## config.mk

```make
export PLATFORM = sky130hd
export DESIGN_NAME = json_byte_tokenizer
export DESIGN_NICKNAME = d
export VERILOG_FILES = /design/src/rtl/jbt_pkg.sv /design/src/rtl/jbt_lexer.sv /design/src/rtl/jbt_out_fifo.sv /design/src/rtl/json_byte_tokenizer.sv
export SDC_FILE = /design/constraint.sdc
export NUM_CORES = 1
export LEC_CHECK = 0
export BUFFER_PORTS_ARGS = -buffer_cell sky130_fd_sc_hd__buf_2
export CAP_MARGIN = 20
export CORE_ASPECT_RATIO = 0.5
export CORE_UTILIZATION = 60
export CTS_CLUSTER_DIAMETER = 100
export DETAILED_ROUTE_END_ITERATION = 10
export PLACE_DENSITY_LB_ADDON = 0.08
export RECOVER_POWER = 50
export SLEW_MARGIN = 25
export SYNTH_ARGS = -nofsm -noshare
export SYNTH_HDL_FRONTEND = slang
export SYNTH_HIERARCHICAL = 1
export SYNTH_SLANG_ARGS = --single-unit
```

## constraint.sdc

```tcl
create_clock -name clk -period 9.6 [get_ports clk]
set_input_delay 1.92 -clock clk [delete_from_list [all_inputs] [get_ports clk]]
set_output_delay 1.92 -clock clk [all_outputs]
set_load 0.005 [all_outputs]
```

## src/rtl/jbt_pkg.sv

```systemverilog
`timescale 1ns / 1ps

package jbt_pkg;

	// one byte of JSON text
	typedef struct packed {
		logic [7:0] data_byte;
		logic       end_of_input;
	} byte_item_t;

	// one token, or one error report
	typedef struct packed {
		logic [3:0]  token_kind;
		logic [31:0] token_offset;
		logic [12:0] token_length;
		logic [2:0]  error_cause;
		logic        last_of_run;
	} token_item_t;

	typedef enum logic [2:0] {
		MODE_IDLE,
		MODE_STRING,
		MODE_KEYWORD,
		MODE_NUMBER,
		MODE_SKIP
	} mode_t;

	// scanner control state
	typedef struct packed {
		mode_t      mode;
		logic       esc;
		logic [1:0] kw_id;
		logic [2:0] kw_idx;
	} lex_ctl_t;

	localparam logic [3:0] KIND_LBRACE   = 4'd0;
	localparam logic [3:0] KIND_RBRACE   = 4'd1;
	localparam logic [3:0] KIND_LBRACKET = 4'd2;
	localparam logic [3:0] KIND_RBRACKET = 4'd3;
	localparam logic [3:0] KIND_COLON    = 4'd4;
	localparam logic [3:0] KIND_COMMA    = 4'd5;
	localparam logic [3:0] KIND_STRING   = 4'd6;
	localparam logic [3:0] KIND_TRUE     = 4'd7;
	localparam logic [3:0] KIND_NUMBER   = 4'd10;
	localparam logic [3:0] KIND_ERROR    = 4'd11;

	localparam logic [2:0] CAUSE_NONE    = 3'd0;
	localparam logic [2:0] CAUSE_BAD     = 3'd1;
	localparam logic [2:0] CAUSE_KEYWORD = 3'd2;
	localparam logic [2:0] CAUSE_UNTERM  = 3'd3;
	localparam logic [2:0] CAUSE_LONG    = 3'd4;

	localparam logic [1:0] KW_TRUE  = 2'd0;
	localparam logic [1:0] KW_FALSE = 2'd1;
	localparam logic [1:0] KW_NULL  = 2'd2;

	localparam logic [7:0] CH_SPACE    = 8'h20;
	localparam logic [7:0] CH_LF       = 8'h0A;
	localparam logic [7:0] CH_CR       = 8'h0D;
	localparam logic [7:0] CH_TAB      = 8'h09;
	localparam logic [7:0] CH_LBRACE   = 8'h7B;
	localparam logic [7:0] CH_RBRACE   = 8'h7D;
	localparam logic [7:0] CH_LBRACKET = 8'h5B;
	localparam logic [7:0] CH_RBRACKET = 8'h5D;
	localparam logic [7:0] CH_COLON    = 8'h3A;
	localparam logic [7:0] CH_COMMA    = 8'h2C;
	localparam logic [7:0] CH_QUOTE    = 8'h22;
	localparam logic [7:0] CH_BSLASH   = 8'h5C;
	localparam logic [7:0] CH_PLUS     = 8'h2B;
	localparam logic [7:0] CH_MINUS    = 8'h2D;
	localparam logic [7:0] CH_DOT      = 8'h2E;
	localparam logic [7:0] CH_LOWER_E  = 8'h65;
	localparam logic [7:0] CH_UPPER_E  = 8'h45;
	localparam logic [7:0] CH_ZERO     = 8'h30;
	localparam logic [7:0] CH_NINE     = 8'h39;
	localparam logic [7:0] CH_LOWER_T  = 8'h74;
	localparam logic [7:0] CH_LOWER_F  = 8'h66;
	localparam logic [7:0] CH_LOWER_N  = 8'h6E;

	// result queue
	localparam int unsigned FIFO_DEPTH = 4;
	localparam int unsigned FIFO_PTR_W = $clog2(FIFO_DEPTH);

	function automatic logic [7:0] kw_char(input logic [1:0] id, input logic [2:0] idx);
		logic [7:0] c;
		c = 8'h00;
		unique case (id)
			KW_TRUE: begin
				unique case (idx)
					3'd0: c = "t";
					3'd1: c = "r";
					3'd2: c = "u";
					3'd3: c = "e";
					default: c = 8'h00;
				endcase
			end
			KW_FALSE: begin
				unique case (idx)
					3'd0: c = "f";
					3'd1: c = "a";
					3'd2: c = "l";
					3'd3: c = "s";
					3'd4: c = "e";
					default: c = 8'h00;
				endcase
			end
			KW_NULL: begin
				unique case (idx)
					3'd0: c = "n";
					3'd1: c = "u";
					3'd2: c = "l";
					3'd3: c = "l";
					default: c = 8'h00;
				endcase
			end
			default: c = 8'h00;
		endcase
		return c;
	endfunction

	function automatic logic [2:0] kw_len(input logic [1:0] id);
		return (id == KW_FALSE) ? 3'd5 : 3'd4;
	endfunction

	function automatic logic is_digit(input logic [7:0] b);
		return (b >= CH_ZERO) && (b <= CH_NINE);
	endfunction

	function automatic logic is_number_byte(input logic [7:0] b);
		return is_digit(b) || b == CH_MINUS || b == CH_PLUS || b == CH_DOT ||
			b == CH_LOWER_E || b == CH_UPPER_E;
	endfunction

	function automatic token_item_t make_item(input logic [3:0] kind, input logic [31:0] off,
		input logic [12:0] len, input logic [2:0] cause);
		token_item_t t;
		t.token_kind   = kind;
		t.token_offset = off;
		t.token_length = len;
		t.error_cause  = cause;
		t.last_of_run  = 1'b0;
		return t;
	endfunction

endpackage

```

## src/rtl/jbt_lexer.sv

```systemverilog
`timescale 1ns / 1ps

// One scanner step: next state and up to two tokens for one byte.
module jbt_lexer #(
	parameter int unsigned MAX_TOKEN_LEN = 4096,
	parameter int unsigned POSITION_BITS = 32,
	localparam int unsigned LEN_BITS = $clog2(MAX_TOKEN_LEN + 1)
) (
	input  logic [7:0]             data_byte,
	input  logic                   eof,
	input  jbt_pkg::lex_ctl_t      ctl,
	input  logic [POSITION_BITS-1:0] tok_start,
	input  logic [LEN_BITS-1:0]    len,
	input  logic [POSITION_BITS-1:0] pos,
	output jbt_pkg::lex_ctl_t      ctl_nxt,
	output logic [POSITION_BITS-1:0] tok_start_nxt,
	output logic [LEN_BITS-1:0]    len_nxt,
	output logic [POSITION_BITS-1:0] pos_nxt,
	output logic [1:0]             res_cnt,
	output jbt_pkg::token_item_t   res0,
	output jbt_pkg::token_item_t   res1
);
	import jbt_pkg::*;

	logic [POSITION_BITS+31:0] pos_wide, tok_wide;
	logic [31:0]               pos32, tok32;
	logic [LEN_BITS-1:0]       len_inc;
	logic [LEN_BITS+12:0]      len_wide, len_inc_wide;
	logic [12:0]               len13, len_inc13;
	logic [POSITION_BITS-1:0]  pos_inc;
	logic [1:0]                kid;
	logic [2:0]                kidx_inc;

	// start-of-token decode, with the mode already back at idle
	logic                     s_emit;
	token_item_t              s_item;
	lex_ctl_t                 s_ctl;
	logic [POSITION_BITS-1:0] s_tok;
	logic [LEN_BITS-1:0]      s_len;

	assign pos_wide     = {32'b0, pos};
	assign tok_wide     = {32'b0, tok_start};
	assign pos32        = pos_wide[31:0];
	assign tok32        = tok_wide[31:0];
	assign len_inc      = len + 1'b1;
	assign len_wide     = {13'b0, len};
	assign len_inc_wide = {13'b0, len_inc};
	assign len13        = len_wide[12:0];
	assign len_inc13    = len_inc_wide[12:0];
	assign pos_inc      = pos + 1'b1;
	assign kid          = (ctl.kw_id == 2'd3) ? KW_TRUE : ctl.kw_id;
	assign kidx_inc     = ctl.kw_idx + 1'b1;

	always_comb begin
		s_emit   = 1'b0;
		s_item   = make_item(KIND_ERROR, pos32, 13'd0, CAUSE_NONE);
		s_ctl    = ctl;
		s_ctl.mode = MODE_IDLE;
		s_tok    = tok_start;
		s_len    = len;
		unique case (data_byte)
			CH_SPACE, CH_LF, CH_CR, CH_TAB: begin
			end
			CH_LBRACE: begin
				s_emit = 1'b1;
				s_item = make_item(KIND_LBRACE, pos32, 13'd1, CAUSE_NONE);
			end
			CH_RBRACE: begin
				s_emit = 1'b1;
				s_item = make_item(KIND_RBRACE, pos32, 13'd1, CAUSE_NONE);
			end
			CH_LBRACKET: begin
				s_emit = 1'b1;
				s_item = make_item(KIND_LBRACKET, pos32, 13'd1, CAUSE_NONE);
			end
			CH_RBRACKET: begin
				s_emit = 1'b1;
				s_item = make_item(KIND_RBRACKET, pos32, 13'd1, CAUSE_NONE);
			end
			CH_COLON: begin
				s_emit = 1'b1;
				s_item = make_item(KIND_COLON, pos32, 13'd1, CAUSE_NONE);
			end
			CH_COMMA: begin
				s_emit = 1'b1;
				s_item = make_item(KIND_COMMA, pos32, 13'd1, CAUSE_NONE);
			end
			CH_QUOTE: begin
				if (eof) begin
					s_emit = 1'b1;
					s_item = make_item(KIND_ERROR, pos32, 13'd0, CAUSE_UNTERM);
				end else begin
					s_ctl.mode = MODE_STRING;
					s_ctl.esc  = 1'b0;
					s_tok      = pos_inc;
					s_len      = '0;
				end
			end
			CH_LOWER_T, CH_LOWER_F, CH_LOWER_N: begin
				if (eof) begin
					s_emit = 1'b1;
					s_item = make_item(KIND_ERROR, pos32, 13'd0, CAUSE_UNTERM);
				end else begin
					s_ctl.mode   = MODE_KEYWORD;
					s_ctl.kw_id  = (data_byte == CH_LOWER_T) ? KW_TRUE :
						((data_byte == CH_LOWER_F) ? KW_FALSE : KW_NULL);
					s_ctl.kw_idx = 3'd1;
					s_tok        = pos;
				end
			end
			default: begin
				if (data_byte == CH_MINUS || data_byte == CH_PLUS || is_digit(data_byte)) begin
					if (eof) begin
						s_emit = 1'b1;
						s_item = make_item(KIND_NUMBER, pos32, 13'd1, CAUSE_NONE);
					end else begin
						s_ctl.mode = MODE_NUMBER;
						s_tok      = pos;
						s_len      = LEN_BITS'(1);
					end
				end else begin
					s_emit     = 1'b1;
					s_item     = make_item(KIND_ERROR, pos32, 13'd0, CAUSE_BAD);
					s_ctl.mode = eof ? MODE_IDLE : MODE_SKIP;
				end
			end
		endcase
	end

	always_comb begin
		ctl_nxt       = ctl;
		tok_start_nxt = tok_start;
		len_nxt       = len;
		res_cnt       = 2'd0;
		res0          = make_item(KIND_ERROR, pos32, 13'd0, CAUSE_NONE);
		res1          = make_item(KIND_ERROR, pos32, 13'd0, CAUSE_NONE);
		unique case (ctl.mode)
			MODE_IDLE: begin
				ctl_nxt       = s_ctl;
				tok_start_nxt = s_tok;
				len_nxt       = s_len;
				res_cnt       = {1'b0, s_emit};
				res0          = s_item;
			end
			MODE_STRING: begin
				if (!ctl.esc && data_byte == CH_QUOTE) begin
					res_cnt      = 2'd1;
					res0         = make_item(KIND_STRING, tok32, len13, CAUSE_NONE);
					ctl_nxt.mode = MODE_IDLE;
				end else if (len >= LEN_BITS'(MAX_TOKEN_LEN)) begin
					res_cnt      = 2'd1;
					res0         = make_item(KIND_ERROR, pos32, 13'd0, CAUSE_LONG);
					ctl_nxt.mode = eof ? MODE_IDLE : MODE_SKIP;
				end else begin
					// backslash toggles escape; any byte after an escape clears it
					if (ctl.esc || data_byte == CH_BSLASH)
						ctl_nxt.esc = ~ctl.esc;
					len_nxt = len_inc;
					if (eof) begin
						res_cnt      = 2'd1;
						res0         = make_item(KIND_ERROR, pos32, 13'd0, CAUSE_UNTERM);
						ctl_nxt.mode = MODE_IDLE;
					end
				end
			end
			MODE_KEYWORD: begin
				if (ctl.kw_idx >= kw_len(kid) || kw_char(kid, ctl.kw_idx) != data_byte) begin
					res_cnt      = 2'd1;
					res0         = make_item(KIND_ERROR, pos32, 13'd0, CAUSE_KEYWORD);
					ctl_nxt.mode = eof ? MODE_IDLE : MODE_SKIP;
				end else begin
					ctl_nxt.kw_idx = kidx_inc;
					if (kidx_inc == kw_len(kid)) begin
						res_cnt      = 2'd1;
						res0         = make_item(KIND_TRUE + {2'b00, kid}, tok32,
							{10'd0, kidx_inc}, CAUSE_NONE);
						ctl_nxt.mode = MODE_IDLE;
					end else if (eof) begin
						res_cnt      = 2'd1;
						res0         = make_item(KIND_ERROR, pos32, 13'd0, CAUSE_UNTERM);
						ctl_nxt.mode = MODE_IDLE;
					end
				end
			end
			MODE_NUMBER: begin
				if (is_number_byte(data_byte)) begin
					if (len >= LEN_BITS'(MAX_TOKEN_LEN)) begin
						res_cnt      = 2'd1;
						res0         = make_item(KIND_ERROR, pos32, 13'd0, CAUSE_LONG);
						ctl_nxt.mode = eof ? MODE_IDLE : MODE_SKIP;
					end else begin
						len_nxt = len_inc;
						if (eof) begin
							res_cnt      = 2'd1;
							res0         = make_item(KIND_NUMBER, tok32, len_inc13, CAUSE_NONE);
							ctl_nxt.mode = MODE_IDLE;
						end
					end
				end else begin
					// number closes, then the ending byte starts its own token
					res0          = make_item(KIND_NUMBER, tok32, len13, CAUSE_NONE);
					res1          = s_item;
					res_cnt       = s_emit ? 2'd2 : 2'd1;
					ctl_nxt       = s_ctl;
					tok_start_nxt = s_tok;
					len_nxt       = s_len;
				end
			end
			default: begin
			end
		endcase

		if (eof) begin
			ctl_nxt.mode = MODE_IDLE;
			ctl_nxt.esc  = 1'b0;
			pos_nxt      = '0;
		end else begin
			pos_nxt = pos_inc;
		end

		if (res_cnt == 2'd1)
			res0.last_of_run = 1'b1;
		if (res_cnt == 2'd2)
			res1.last_of_run = 1'b1;
	end

endmodule

```

## src/rtl/jbt_out_fifo.sv

```systemverilog
`timescale 1ns / 1ps

// Small token queue: up to two writes per cycle, one read.
module jbt_out_fifo (
	input  logic                     clk,
	input  logic                     arst_n,
	input  logic [1:0]               push_cnt,
	input  jbt_pkg::token_item_t     push0,
	input  jbt_pkg::token_item_t     push1,
	input  logic                     pop,
	output jbt_pkg::token_item_t     head,
	output logic                     head_valid,
	output logic [jbt_pkg::FIFO_PTR_W:0] fill
);
	import jbt_pkg::*;

	token_item_t           mem_q [FIFO_DEPTH];
	logic [FIFO_PTR_W-1:0] wr_q, rd_q, wr_nxt;
	logic [FIFO_PTR_W:0]   fill_q;

	assign wr_nxt     = wr_q + 1'b1;
	assign head       = mem_q[rd_q];
	assign head_valid = (fill_q != '0);
	assign fill       = fill_q;

	always_ff @(posedge clk) begin
		if (push_cnt != 2'd0)
			mem_q[wr_q] <= push0;
		if (push_cnt == 2'd2)
			mem_q[wr_nxt] <= push1;
	end

	always_ff @(posedge clk or negedge arst_n) begin
		if (!arst_n) begin
			wr_q   <= '0;
			rd_q   <= '0;
			fill_q <= '0;
		end else begin
			wr_q   <= wr_q + FIFO_PTR_W'(push_cnt);
			rd_q   <= rd_q + FIFO_PTR_W'(pop);
			fill_q <= fill_q + (FIFO_PTR_W + 1)'(push_cnt) - (FIFO_PTR_W + 1)'(pop);
		end
	end

endmodule

```

## src/rtl/json_byte_tokenizer.sv

```systemverilog
`timescale 1ns / 1ps

// Channel   Dir  Handshake           Item
// byte      in   byte_valid/stall    byte_item  (data_byte, end_of_input)
// token     out  token_valid/stall   token_item (kind, offset, length, cause, last)
//
// One byte is taken per cycle while byte_stall is low. A byte sits in the input
// register while the scanner works on it; its tokens enter a four-entry queue
// whose head drives the output. A number closed by a punctuation mark gives two
// tokens; the queue absorbs that, and the input stalls once the queue holds more
// than two tokens.
// The input stalls while the held byte cannot place its two possible tokens.
// Reset clears scanner state, byte position and the queue.
module json_byte_tokenizer #(
	parameter int unsigned MAX_TOKEN_LEN = 4096,
	parameter int unsigned POSITION_BITS = 32
) (
	input  logic                 clk,
	input  logic                 arst_n,
	input  logic                 byte_valid,
	output logic                 byte_stall,
	input  jbt_pkg::byte_item_t  byte_item,
	output logic                 token_valid,
	input  logic                 token_stall,
	output jbt_pkg::token_item_t token_item
);
	import jbt_pkg::*;

	localparam int unsigned LEN_BITS = $clog2(MAX_TOKEN_LEN + 1);

	// input register
	byte_item_t in_s1;
	logic       valid_s1;

	// scanner state
	lex_ctl_t                 ctl_q, ctl_nxt;
	logic [POSITION_BITS-1:0] tok_start_q, tok_start_nxt;
	logic [LEN_BITS-1:0]      len_q, len_nxt;
	logic [POSITION_BITS-1:0] pos_q, pos_nxt;

	logic [1:0]          res_cnt;
	token_item_t         res0, res1;
	logic [FIFO_PTR_W:0] fill;
	logic                room, go, take;

	// room for two tokens, whatever the held byte turns out to need
	assign room       = fill <= (FIFO_PTR_W + 1)'(FIFO_DEPTH - 2);
	assign go         = valid_s1 && room;
	assign byte_stall = valid_s1 && !room;
	assign take       = byte_valid && !byte_stall;

	always_ff @(posedge clk) begin
		if (take)
			in_s1 <= byte_item;
	end

	always_ff @(posedge clk or negedge arst_n) begin
		if (!arst_n) begin
			valid_s1 <= 1'b0;
		end else if (take) begin
			valid_s1 <= 1'b1;
		end else if (go) begin
			valid_s1 <= 1'b0;
		end
	end

	always_ff @(posedge clk or negedge arst_n) begin
		if (!arst_n) begin
			ctl_q.mode   <= MODE_IDLE;
			ctl_q.esc    <= 1'b0;
			ctl_q.kw_id  <= KW_TRUE;
			ctl_q.kw_idx <= '0;
			tok_start_q  <= '0;
			len_q        <= '0;
			pos_q        <= '0;
		end else if (go) begin
			ctl_q       <= ctl_nxt;
			tok_start_q <= tok_start_nxt;
			len_q       <= len_nxt;
			pos_q       <= pos_nxt;
		end
	end

	jbt_lexer #(
		.MAX_TOKEN_LEN (MAX_TOKEN_LEN),
		.POSITION_BITS (POSITION_BITS)
	) u_lexer (
		.data_byte     (in_s1.data_byte),
		.eof           (in_s1.end_of_input),
		.ctl           (ctl_q),
		.tok_start     (tok_start_q),
		.len           (len_q),
		.pos           (pos_q),
		.ctl_nxt       (ctl_nxt),
		.tok_start_nxt (tok_start_nxt),
		.len_nxt       (len_nxt),
		.pos_nxt       (pos_nxt),
		.res_cnt       (res_cnt),
		.res0          (res0),
		.res1          (res1)
	);

	jbt_out_fifo u_out_fifo (
		.clk        (clk),
		.arst_n     (arst_n),
		.push_cnt   (go ? res_cnt : 2'd0),
		.push0      (res0),
		.push1      (res1),
		.pop        (token_valid && !token_stall),
		.head       (token_item),
		.head_valid (token_valid),
		.fill       (fill)
	);

	// queue never holds more than its depth
	a_fifo_bound: assert property (@(posedge clk) disable iff (!arst_n)
		fill <= (FIFO_PTR_W + 1)'(FIFO_DEPTH))
		else $error("token queue overflow");

	// error tokens and only error tokens carry a cause
	a_cause: assert property (@(posedge clk) disable iff (!arst_n)
		token_valid |-> ((token_item.token_kind == KIND_ERROR) ==
			(token_item.error_cause != CAUSE_NONE)))
		else $error("error cause mismatch");

	// position restarts after the last byte of a text
	a_pos_clear: assert property (@(posedge clk) disable iff (!arst_n)
		go && in_s1.end_of_input |=> pos_q == '0)
		else $error("position not cleared at end of input");

	// skipped bytes after an error give no tokens
	a_skip_quiet: assert property (@(posedge clk) disable iff (!arst_n)
		go && ctl_q.mode == MODE_SKIP |-> res_cnt == 2'd0)
		else $error("token emitted while skipping");

endmodule
```

# Word-level counts from Yosys, hierarchy flattened
# Memories as Yosys holds them, arrays and structs flattened.
# Cells that the tools add are included.
classes:
  n_addsub: 9
  order_cmp: 5
  eq_ne: 43
  mux: 79
  bitwise: 1
  reduce_logical: 42
op_table:
  columns: ["operator", "count"]
  rows:
  - ["case mux 53 bit (8 select lines)", 1]
  - ["2-to-1 mux 53 bit", 6]
  - ["case mux 53 bit (4 select lines)", 1]
  - ["2-to-1 mux 50 bit", 4]
  - ["2-to-1 mux 32 bit", 5]
  - ["case mux 32 bit (3 select lines)", 1]
  - ["equality test 8 x 7 -> 1 bit, second input constant", 10]
  - ["2-to-1 mux 13 bit", 6]
  - ["case mux 32 bit (2 select lines)", 1]
  - ["equality test 8 x 6 -> 1 bit, second input constant", 7]
  - ["case mux 13 bit (3 select lines)", 1]
  - ["case mux 7 bit (5 select lines)", 1]
  - ["adder 32 x 1 -> 32 bit, second input constant", 1]
  - ["case mux 7 bit (4 select lines)", 1]
  - ["case mux 13 bit (2 select lines)", 1]
  - ["equality test 8 x 4 -> 1 bit, second input constant", 3]
  - ["2-to-1 mux 3 bit", 8]
  - ["case mux 8 bit (3 select lines)", 1]
  - ["case mux 7 bit (3 select lines)", 1]
  - ["2-to-1 mux 2 bit", 10]
  - ["case mux 3 bit (3 select lines)", 2]
  - ["2-to-1 mux 1 bit", 17]
  - ["adder 13 x 1 -> 13 bit, second input constant", 1]
  - [">= comparator 13 bit, second input constant", 1]
  - ["49 further kinds", 88]
totals:
  ff_bits: 103
  ram_bits: 212
  input_bits: 13
  output_inout_bits: 55
  elab_cells: 193
  n_memories: 1
mem_list:
  columns: ["name", "depth", "width", "rd", "rd_ports_with_merged_regs", "write_ports", "line", "text"]
  rows:
  - ["u_out_fifo.mem_q", 4, 53, 1, 0, 2, "jbt_out_fifo.sv:17", "token_item_t mem_q [FIFO_DEPTH];"]

# Logic depth before layout (Yosys ltp)
logic_depth:
  word_depth: 13
  mapped_depth: 21
  mapped_depth_nobuf: 20

# Modules after synthesis
# Netlist, hierarchy kept.
by_module_without_submodules:
  columns: ["mod", "n_inst", "cells_per_inst", "area_per_inst_um2", "seq_area_each_um2"]
  rows:
  - ["jbt_out_fifo", 1, 551, 10622.7, 6541.3]
  - ["jbt_lexer", 1, 774, 4951.0, 0.0]
  - ["json_byte_tokenizer", 1, 203, 3619.7, 2447.3]

# Worst setup path after synthesis
# No wires, ideal clock.
synth_path:
  path_kind: "register to register"
  from: "register in_s1[8] (netlist name)"
  to: "memory u_out_fifo/mem_q[0][0] (netlist name) (enable)"
  setup_ps: 542
  arrival_ps: 6540
  required_time_ps: 9058
  path_slack_ps: 2518
  stages_incl_launch_ff: 13
  n_path_buf: 3
  period_less_slack_ps: 7082
  path_cell_list: "edfxtp_1 -> or4b_4 -> or3_1 -> buf_2 -> clkbuf_1 -> nor3_1 -> a211oi_1 -> o211ai_1 -> inv_1 -> nor2_1 -> clkbuf_2 -> nor2_1 -> o31ai_1"
synth_rtl:
  columns: ["element", "line", "text"]
  rows:
  - ["start, declared", "json_byte_tokenizer.sv:32", "byte_item_t in_s1;"]
  - ["start signal, assigned", "json_byte_tokenizer.sv:54", "in_s1 <= byte_item;"]
  - ["end, declared", "jbt_out_fifo.sv:17", null]

==> results.yml <==
outcome:
  status: "complete, but fails checks"
  violations: "max-capacitance violations, max-slew violations"
worst_setup_path:
  r2r-end: "u_out_fifo/mem_q[2][20]"
  cp-end-kind: "register"
  crit_path_cell_trace: "nor2b_1 > a32o_1 > a211oi_1 > nand2_1 > nor3_1 > inv_1 > nor2_1 > and4bb_2 > buf_4 > o21bai_4 > buf_4"
  cp.arrival_ps: 6690
  r2r_slack_ps: 3110
  critPathMaxFanout: 54
  critPathKind: "reg2reg"
  crit_buf_inv: 3
  critPathCapture: "u_out_fifo/mem_q[2][20]"
  reg2reg_depth: 11
  cp-start-kind: "register"
  path_common_cell: "buf_4"
  required_ps: 9800
  crit_slowest_cell: "a211oi_1"
  cp_num_cells: 11
  cpPeakStageDelay_ps: 1230
  r2r-start: "in_s1[2]"
  critPathTopFamily: "simple AND/OR/NAND/NOR gates"
  startpoint: "in_s1[2]"
clock_network:
  clockRootBuffer: "clkbuf_16"
  path_clk_slew_ps: 70
  htree_num_levels: 1
  post_cts_buffers: 0
  cts.path.max_buffers: 3
  numCtsBuffers: 29
  insertion_delay_ps: 590
  cts_tree: "built"
  cts_resized: 0
  hold_buffers: 0
  cts_num_sinks: 315
logic_synthesis:
  yosysWarnings: 6
  synth_edf_count: 221
  synth_ff_type: "edfxtp_1"
  synth.area.mux_share_pct: 27.0
  synthTopCellsByArea: "edfxtp_1 (35%), mux2_2 (17%), dfrtp_1 (12%)"
  synth_top_area_share_pct: 34.6
  synth-adder-area-share_pct: 1.20
  synth_top_cell_by_area: "edfxtp_1"
  synth-seq-cells: 315
  yosys.area_share.simple_pct: 8.62
  synthDistinctLibCells: 86
  synthCells: 1528
  synth_compound_area_share_pct: 9.11
  ys_seq_area_share_pct: 46.8
  netlist_area_um2: 19200
  syn_avg_cell_area_um2: 12.6
  synth-xor-area-share_pct: 1.69
  synth_top_family_by_area: "multiplexers"
  async_reset_ff_share_pct: 29.8
final_layout:
  multi_input_area_um2: 9160
  mostFrequentLayoutCells: "mux2_2 (284), edfxtp_1 (221), dfrtp_1 (93)"
  final_nets: 1534
  area.sequential_um2: 8990
  area_growth_pct: 5.27
  drive_gt1_share_pct: 32.2
  final_common_cell: "mux2_2"
  fillers: 2420
  final_util_pct: 65.4
  diodes: 0
global_routing:
  overflow: 0
  grt_pass1_wl_um: 74200
  antenna_found_initial: 1
  grt_usage_pct: 29.6
  grt_max_degree: 56
  grt_pass1_vias: 12800
power_and_ir_drop:
  leakagePower_uw: 0.00762
  power_density_nw_per_um2: 228
  p_sw_uw: 1540
  p_int_uw: 3070
  swShare_pct: 33.4
  combPwrFrac_pct: 31.1
  seq_power_share_pct: 42.7
  peakVddDrop_mv: 0.338
  p_clk_share_pct: 26.3
floorplan:
  core_um2: 30900
  die_w_um: 255
  die-area_um2: 32800
  start_util_pct: 62.1
  die_y_um: 128
  ios: 68
  rows: 45
timing:
  slew_violations: 301
  worst_pin_slew_ps: 3260
  fin_crit_sh_pct: 67.6
  rsz0062_at_grt: "false"
  worst_clock_skew_ps: 19.2
  fmax_ghz: 0.154
  timing.final.setup_violations: 0
  tns_ps: 0
  min_period_ps: 6490
  relSlewSlack_pct: -117
  hold_viol_final: 0
  layout_setup_ws_ps: 3110
route:
  via_per_inst: 6.61
  drtAntennaViolNets: 0
  dr_total_vias: 12900
  drc_errors: 0
  wl_per_cell_um: 24.6
  drt-total-wl_um: 47900
  drt-initial-drc-count: 1234
  dr.pass1.iters: 5
min_path:
  hp-class: "reg2reg"
placed_design:
  gp_congestion: 0.899
  dp_hpwl_um: 29400
  pre_cts_ws_ps: 3910
  port_buffers: 67
run:
  drv_cap: 8
flip-flops by register name, summed over array words and instances, names as in the netlist:
register          cells
u_out_fifo/mem_q    212
pos_q                32
tok_start_q          32
len_q                13
ctl_q                 9
in_s1                 9
u_out_fifo/fill       3
u_out_fifo/rd_q       2
u_out_fifo/wr_q       2
valid_s1              1
power by group through the flow:
stage                     Sequential [µW]  Combinational (µW)  Clock (µW)
after floorplan                      1830                1130           0
after global routing                 2000                1540        1280
after global placement               1980                1430           0
after CTS                            1970                1450        1230
after detailed placement             2000                1440           0
final                                1960                1430        1210
per-layer routing:
layer / wire [µm] / vias to the layer above / GRT usage, %
met5: 0 / - / 0
met4: 782 / 0 / 5.67
met3: 3530 / 66 / 4.67
met2: 21200 / 474 / 45.2
met1: 22400 / 6602 / 45.1
li1: - / 5739 / -
cell usage after synthesis, types with 16 or more instances:
master and count:
mux2_2 284, edfxtp_1 221, dfrtp_1 94, nor2_1 82
nand2_1 73, o21ai_0 58, buf_4 57, mux4_2 53
a21oi_1 52, clkbuf_1 49, mux2_4 48, inv_1 35
buf_2 31, nand3_1 28, a31oi_1 20, xor2_1 19
xnor2_1 18, nor3_1 17, ha_1 16
worst min-delay path by stage:
| stage | depth (start not counted) | end | start | slack, ps |
|---|---|---|---|---|
| finish | 1 | u_out_fifo/fill[2] | u_out_fifo/fill[2] | 520 |
| global route | 1 | tok_start_q[13] | tok_start_q[13] | 550 |
| CTS | 1 | u_out_fifo/fill[2] | u_out_fifo/fill[2] | 530 |
| detailed placement | 1 | u_out_fifo/fill[2] | u_out_fifo/fill[2] | 510 |
| global placement | 1 | u_out_fifo/fill[2] | u_out_fifo/fill[2] | 500 |
| floorplan | 1 | u_out_fifo/rd_q[0] | u_out_fifo/rd_q[0] | 460 |
layout make-up:
| class | count | share of cell area (%) |
|---|---|---|
| timing repair buffer | 87 | 2.13 |
| inverter | 35 | 0.650 |
| multi-input combinational | 1036 | 45.3 |
| clock inverter | 19 | 1.05 |
| clock buffer | 34 | 3.73 |
| tap | 423 | 2.62 |
| sequential | 315 | 44.5 |
cells by family (layout without fill, tap and decap cells):
| family | Yosys count | in the layout |
|---|---|---|
| mux | 392 | 392 |
| flops | 315 | 315 |
| simple gates | 314 | 314 |
| compound gates | 262 | 262 |
| buf+inv | 189 | 175 |
| xor+xnor | 37 | 37 |
| fa+ha+maj | 18 | 18 |
| other cells | 1 | 13 |
through the flow:
step / instances / area, µm² / hold slack [ps] / total power [µW]
3_5_place_dp: 1896 / 19400 / 515 / 3440
6_report: 1949 / 20200 / 515 / 4600
3_3_place_gp: 1896 / 19400 / 502 / 3410
2_1_floorplan: 1540 / 19200 / 461 / 2960
5_1_grt: 1949 / 20200 / 553 / 4820
4_1_cts: 1949 / 20400 / 527 / 4650
Note: power is estimated with default switching activity, not from simulation.
